File: src/hdl/bfe_pkg.sv
// ----------------------------------------------------------------------------
// bfe_pkg
// Shared types, constants and command/status structs of the bloom filter engine
// ----------------------------------------------------------------------------
package bfe_pkg;

  localparam int FILTER_BITS_DEF = 65536;
  localparam int MAX_HASHES_DEF  = 16;

  localparam int CFG_IW = 8;
  localparam int CFG_DW = 32;
  localparam int FBU_W  = 17;
  localparam int HC_W   = 5;

  localparam logic [CFG_IW-1:0] REG_FILTER_BITS_USED = 8'd0;
  localparam logic [CFG_IW-1:0] REG_HASH_COUNT       = 8'd1;

  localparam logic [FBU_W-1:0] FBU_RESET = 17'd47;
  localparam logic [HC_W-1:0]  HC_RESET  = 5'd3;

  localparam logic OP_INSERT = 1'b0;
  localparam logic OP_QUERY  = 1'b1;

  localparam logic [63:0] MM_C1 = 64'h87c37b91114253d5;
  localparam logic [63:0] MM_C2 = 64'h4cf5ad432745937f;
  localparam logic [63:0] MM_F1 = 64'hff51afd7ed558ccd;
  localparam logic [63:0] MM_F2 = 64'hc4ceb9fe1a85ec53;
  localparam logic [63:0] MM_LEN = 64'd8;

  // partial product phases of a 64x64 low-half multiply
  localparam logic [1:0] MPH_LL = 2'd0;
  localparam logic [1:0] MPH_LH = 2'd1;
  localparam logic [1:0] MPH_HL = 2'd2;

  typedef enum logic [3:0] {
    ST_CLEAR, ST_IDLE, ST_M1, ST_ROT, ST_M2, ST_MIX, ST_XS0, ST_MF1, ST_XS1,
    ST_MF2, ST_XS2, ST_SWAP, ST_FIN, ST_MOD, ST_INIT, ST_LOOP
  } state_t;

  typedef enum logic [3:0] {
    DP_NOP, DP_CLR, DP_LOAD, DP_MUL, DP_ROT, DP_MIX, DP_XS, DP_SWAP, DP_FIN,
    DP_MOD, DP_INIT, DP_LOOP, DP_EMIT
  } dp_op_t;

  typedef enum logic [1:0] {
    MC_C1, MC_C2, MC_F1, MC_F2
  } mconst_t;

  typedef struct packed {
    dp_op_t     op;
    mconst_t    mc;
    logic [1:0] mph;
  } dp_cmd_t;

  typedef struct packed {
    logic clr_last;
    logic mod_last;
    logic loop_last;
    logic is_query;
    logic out_free;
  } dp_sts_t;

endpackage

File: src/hdl/bfe_ctrl.sv
// ----------------------------------------------------------------------------
// bfe_ctrl
// Sequencer: clearing pass, result hand-off, hash micro-steps, reduction and index loop
// ----------------------------------------------------------------------------
module bfe_ctrl (
  input  logic              clk,
  input  logic              rst_n,
  input  logic              in_valid,
  output logic              in_ready,
  input  bfe_pkg::dp_sts_t  sts,
  output bfe_pkg::dp_cmd_t  cmd
);

  bfe_pkg::state_t state_r, state_nxt;
  logic [1:0]      mph_r, mph_nxt;
  logic            pass_r, pass_nxt;
  logic            emit_r, emit_nxt;
  logic            drain_r, drain_nxt;

  logic mul_state;
  assign mul_state = (state_r == bfe_pkg::ST_M1) || (state_r == bfe_pkg::ST_M2) ||
                     (state_r == bfe_pkg::ST_MF1) || (state_r == bfe_pkg::ST_MF2);

  always_ff @(posedge clk) begin
    if (!rst_n) begin
      state_r <= bfe_pkg::ST_CLEAR;
      mph_r   <= bfe_pkg::MPH_LL;
      pass_r  <= 1'b0;
      emit_r  <= 1'b0;
      drain_r <= 1'b0;
    end else begin
      state_r <= state_nxt;
      mph_r   <= mph_nxt;
      pass_r  <= pass_nxt;
      emit_r  <= emit_nxt;
      drain_r <= drain_nxt;
    end
  end

  // next state
  always_comb begin
    state_nxt = state_r;
    mph_nxt   = bfe_pkg::MPH_LL;
    pass_nxt  = pass_r;
    emit_nxt  = emit_r;
    drain_nxt = drain_r;
    if (mul_state && mph_r != bfe_pkg::MPH_HL) begin
      mph_nxt = mph_r + 2'd1;
    end
    unique case (state_r)
      bfe_pkg::ST_CLEAR: if (sts.clr_last) state_nxt = bfe_pkg::ST_IDLE;
      bfe_pkg::ST_IDLE: begin
        priority if (drain_r) begin
          drain_nxt = 1'b0;
          emit_nxt  = 1'b1;
        end else if (emit_r) begin
          if (sts.out_free) emit_nxt = 1'b0;
        end else if (in_valid) begin
          state_nxt = bfe_pkg::ST_M1;
          pass_nxt  = 1'b0;
        end
      end
      bfe_pkg::ST_M1:   if (mph_r == bfe_pkg::MPH_HL) state_nxt = bfe_pkg::ST_ROT;
      bfe_pkg::ST_ROT:  state_nxt = bfe_pkg::ST_M2;
      bfe_pkg::ST_M2:   if (mph_r == bfe_pkg::MPH_HL) state_nxt = bfe_pkg::ST_MIX;
      bfe_pkg::ST_MIX:  state_nxt = bfe_pkg::ST_XS0;
      bfe_pkg::ST_XS0:  state_nxt = bfe_pkg::ST_MF1;
      bfe_pkg::ST_MF1:  if (mph_r == bfe_pkg::MPH_HL) state_nxt = bfe_pkg::ST_XS1;
      bfe_pkg::ST_XS1:  state_nxt = bfe_pkg::ST_MF2;
      bfe_pkg::ST_MF2:  if (mph_r == bfe_pkg::MPH_HL) state_nxt = bfe_pkg::ST_XS2;
      bfe_pkg::ST_XS2:  state_nxt = pass_r ? bfe_pkg::ST_FIN : bfe_pkg::ST_SWAP;
      bfe_pkg::ST_SWAP: begin
        state_nxt = bfe_pkg::ST_XS0;
        pass_nxt  = 1'b1;
      end
      bfe_pkg::ST_FIN:  state_nxt = bfe_pkg::ST_MOD;
      bfe_pkg::ST_MOD:  if (sts.mod_last) state_nxt = bfe_pkg::ST_INIT;
      bfe_pkg::ST_INIT: state_nxt = bfe_pkg::ST_LOOP;
      bfe_pkg::ST_LOOP: begin
        if (sts.loop_last) begin
          state_nxt = bfe_pkg::ST_IDLE;
          drain_nxt = sts.is_query;
        end
      end
      default: state_nxt = bfe_pkg::ST_CLEAR;
    endcase
  end

  // datapath commands
  always_comb begin
    cmd.op   = bfe_pkg::DP_NOP;
    cmd.mc   = bfe_pkg::MC_C1;
    cmd.mph  = mph_r;
    in_ready = 1'b0;
    unique case (state_r)
      bfe_pkg::ST_CLEAR: cmd.op = bfe_pkg::DP_CLR;
      bfe_pkg::ST_IDLE: begin
        priority if (drain_r) begin
          cmd.op = bfe_pkg::DP_NOP;
        end else if (emit_r) begin
          if (sts.out_free) cmd.op = bfe_pkg::DP_EMIT;
        end else begin
          in_ready = 1'b1;
          if (in_valid) cmd.op = bfe_pkg::DP_LOAD;
        end
      end
      bfe_pkg::ST_M1: begin
        cmd.op = bfe_pkg::DP_MUL;
        cmd.mc = bfe_pkg::MC_C1;
      end
      bfe_pkg::ST_M2: begin
        cmd.op = bfe_pkg::DP_MUL;
        cmd.mc = bfe_pkg::MC_C2;
      end
      bfe_pkg::ST_MF1: begin
        cmd.op = bfe_pkg::DP_MUL;
        cmd.mc = bfe_pkg::MC_F1;
      end
      bfe_pkg::ST_MF2: begin
        cmd.op = bfe_pkg::DP_MUL;
        cmd.mc = bfe_pkg::MC_F2;
      end
      bfe_pkg::ST_ROT:  cmd.op = bfe_pkg::DP_ROT;
      bfe_pkg::ST_MIX:  cmd.op = bfe_pkg::DP_MIX;
      bfe_pkg::ST_XS0,
      bfe_pkg::ST_XS1,
      bfe_pkg::ST_XS2:  cmd.op = bfe_pkg::DP_XS;
      bfe_pkg::ST_SWAP: cmd.op = bfe_pkg::DP_SWAP;
      bfe_pkg::ST_FIN:  cmd.op = bfe_pkg::DP_FIN;
      bfe_pkg::ST_MOD:  cmd.op = bfe_pkg::DP_MOD;
      bfe_pkg::ST_INIT: cmd.op = bfe_pkg::DP_INIT;
      bfe_pkg::ST_LOOP: cmd.op = bfe_pkg::DP_LOOP;
      default:          cmd.op = bfe_pkg::DP_NOP;
    endcase
  end

endmodule

File: config.mk
export PLATFORM = sky130hd
export DESIGN_NAME = bfe_ctrl
export DESIGN_NICKNAME = d
export VERILOG_FILES = /design/src/hdl/bfe_pkg.sv /design/src/hdl/bfe_ctrl.sv
export SDC_FILE = /design/constraint.sdc
export NUM_CORES = 1
export LEC_CHECK = 0
export ABC_AREA = 1
export BUFFER_PORTS_ARGS = -buffer_cell sky130_fd_sc_hd__buf_2
export CORE_MARGIN = 8
export CORE_UTILIZATION = 53
export DETAILED_ROUTE_END_ITERATION = 8
export PLACE_DENSITY = 0.74
export SLEW_MARGIN = 20
export SYNTH_ARGS = -nofsm -noshare
export SYNTH_HDL_FRONTEND = slang
export SYNTH_SLANG_ARGS = --single-unit
File: constraint.sdc
create_clock -name clk -period 2.25 [get_ports clk]
set_clock_uncertainty 0.2 [all_clocks]
set_input_delay 0.1125 -clock clk [delete_from_list [all_inputs] [get_ports clk]]
set_output_delay 0.1125 -clock clk [all_outputs]
set_load 0.02 [all_outputs]
==> flow_metrics.tcl <==
set metrics [dict create \
    seqPwrFrac_pct 22.8 \
    r2r_cells 4 \
    hold_viol 0 \
    worst_pin_slew_ns 0.3713 \
    die-width_um 54.38 \
    core-area_mm2 0.001436 \
    relSlewSlack_pct 75.22 \
    cpMaxStageDelayCell "dlygate4sd3_1" \
    drv_slew 0 \
    synth_ff_type "dfxtp_1" \
    first_global_vias 907 \
    ys_ff_latch 9 \
    grt_overflow 0 \
    num_antenna_cells 0 \
    yosysSeqAreaShare_pct 23.08 \
    ctsHtreeMaxLevel 1 \
    vias 955 \
    finalWirelength_um 2251 \
    row_count 14 \
    p_sw_uw 642.2 \
    post-route-util_pct 66.55 \
    final_cell_mix "nand2_1 (34), nor2_1 (21), inv_1 (20)" \
    p_leak_uw 0.0005388 \
    max-cap-violations 0 \
    yosysUniqueCellTypes 21 \
    async_flop_share_pct 0 \
    antenna_found_initial 0 \
    cp-start-kind "flop" \
    netlist_area_um2 780.7 \
    first_pass_iters 4 \
    via_per_inst 5.489 \
    synthToLayoutAreaGrowth_pct 22.44 \
    cp.buffers_inverters 1 \
    rsz0062_at_grt "true" \
    grt_pass1_wl_um 3953 \
    dp_hpwl_um 1707 \
    min_to "state_r[3]$_SDFFE_PN0P_" \
    cts_num_sinks 9 \
    drive_gt1_share_pct 21.52 \
    syn_area_per_cell_um2 5.870 \
    slowest_delay_ns 0.59 \
    cts.clk_slew.worst_paths_ns 0.07 \
    worst_slack_ns 0.1440 \
    peakVddDrop_v 0.0006312 \
    clkPwrFrac_pct 10.8 \
    drt.antenna.violating_nets 0 \
    yosysWarnings 0 \
    start_util_pct 54.36 \
    hp-start "sts[2]" \
    die_y_um 54.38 \
    num_io_pins 17 \
    min_period_ns 2.106 \
    crit_required_ns 2.25 \
    cts_root_buffer "clkbuf_4" \
    pwr-share-comb_pct 66.4 \
    synth_nets 142 \
    clk_latency_ns 0.27 \
    cp.arrival_ns 2.11 \
    first_iter_violations 60 \
    rr_startpoint "state_r[3]$_SDFFE_PN0P_" \
    setup_viol 0 \
    cts_tree "yes" \
    remaining_drc_errors 0 \
    power.total_uw 1187 \
    place_ws_ns 0.4927 \
    path_cells "nor2_2 > nand3_1 > a221oi_1 > dlygate4sd3_1" \
    io_buffers 16 \
    cp_top_family "buffers and inverters" \
    die-area_mm2 0.002957 \
    final_nets 168 \
    whs_path_depth 8 \
    cts_setup_buffers 0 \
    cts.path.max_buffers 2 \
    synth_cells 133 \
    r2r_end "emit_r$_SDFFE_PN0P_" \
    min_period_over_period_pct 93.60 \
    cts_buffers 3 \
    endpoint_kind "flop" \
    path_class "reg2reg" \
    layout_commonest_cell "nand2_1" \
    hp-class "in2reg" \
    routedWlPerCell_um 12.94 \
    worst-path-max-fanout 9 \
    synth-edff-count 0 \
    status "finished clean" \
    power_switching_share_pct 54.12 \
    max_freq_mhz 474.8 \
    gr-usage-all-layers_pct 17.93 \
    power.density_mw_per_mm2 1241 \
    internal-power_uw 544.4 \
    nFillCells 132 \
    regToRegSetupSlack_ns 0.14 \
    globalplace.congestion 0.9201 \
    grt_max_degree 10 \
]
cells in the mapped netlist (2+ instances only):
cell type,number,area share [%]
nor2_4,3,4.3
nand3b_1,2,1.9
nor2_2,4,3.2
nor2_1,21,10
inv_1,20,9.6
o21ai_0,4,2.6
o2111ai_1,2,2.2
nand2_1,34,16
inv_2,2,0.96
a21oi_1,5,3.2
nand3_1,17,11
nand3_2,2,2.6
dfxtp_1,9,23
flip-flops by register name, summed over array words and instances (netlist names):
signal and count:
emit_r 1, state_r 4, mph_r 2, pass_r 1
drain_r 1
cell type report:
cell class	instances	area [um2]	share of cell area, %
multi-input combinational	101	504.2	52.75
sequential	9	182.7	19.11
timing repair buffer	22	140.1	14.66
inverter	22	82.58	8.639
clock buffer	4	26.28	2.749
tap	16	20.02	2.094
power by group through the flow:
stage	combinational (uW)	sequential, uW	clock (uW)
2_1_floorplan	593	259	0
3_3_place_gp	759	264	0
3_5_place_dp	760	268	0
4_1_cts	777	266	132
5_1_grt	881	280	139
6_report	788	271	128
how the worst max path moves through the flow:
stage / from / cells past startpoint / to
floorplan: state_r[2]$_SDFFE_PN0P_ / 6 / cmd[5]
global placement: state_r[0]$_SDFFE_PN0P_ / 9 / cmd[5]
detailed placement: state_r[0]$_SDFFE_PN0P_ / 7 / cmd[6]
CTS: state_r[0]$_SDFFE_PN0P_ / 5 / emit_r$_SDFFE_PN0P_
global route: state_r[3]$_SDFFE_PN0P_ / 4 / emit_r$_SDFFE_PN0P_
finish: state_r[3]$_SDFFE_PN0P_ / 4 / emit_r$_SDFFE_PN0P_
per-layer routing:
metal / wire [um] / global-route usage (%) / up-vias / part of all wire [%]
li1: - / - / 479 / -
met1: 956 / 21.71 / 407 / 42
met2: 1020 / 29.39 / 60 / 45
met3: 219 / 4.076 / 9 / 9.7
met4: 55 / 8.197 / 0 / 2.4
met5: 0 / 0 / - / 0
tightest hold or removal path, cell delays in order:
cell and delay (ns):
buf_2 0.09, inv_1 0.05, nand2_1 0.09, inv_1 0.06, nor2_1 0.05, nand3_2 0.07
nor2_1 0.04, nor2_1 0.08
cells by family (layout without fill, tap and decap cells):
kind of cell	count (synthesis)	after routing	synth area share, %
compound gates	14	14	10.74
simple gates	86	86	52.24
fa+ha+maj	1	1	1.602
buf+inv	23	48	12.34
flops	9	9	23.08
timing repair:
action	4_1_cts	5_1_grt
hold buffers	6	0
hold endpoints to repair	7	0
gates resized for setup	0	2
setup endpoints to repair	0	2
per-stage QoR:
stage,cells,setup TNS [ns],instance area (um2),hold slack [ns]
6_report,174,0,955.9,0.2184
3_3_place_gp,164,0,867.1,0.1375
4_1_cts,174,0,953.4,0.2118
5_1_grt,174,-0.004479,955.9,0.2774
3_5_place_dp,164,0,867.1,0.1583
2_1_floorplan,133,0,780.7,0.01732
Note: power is estimated with default switching activity, not from simulation.
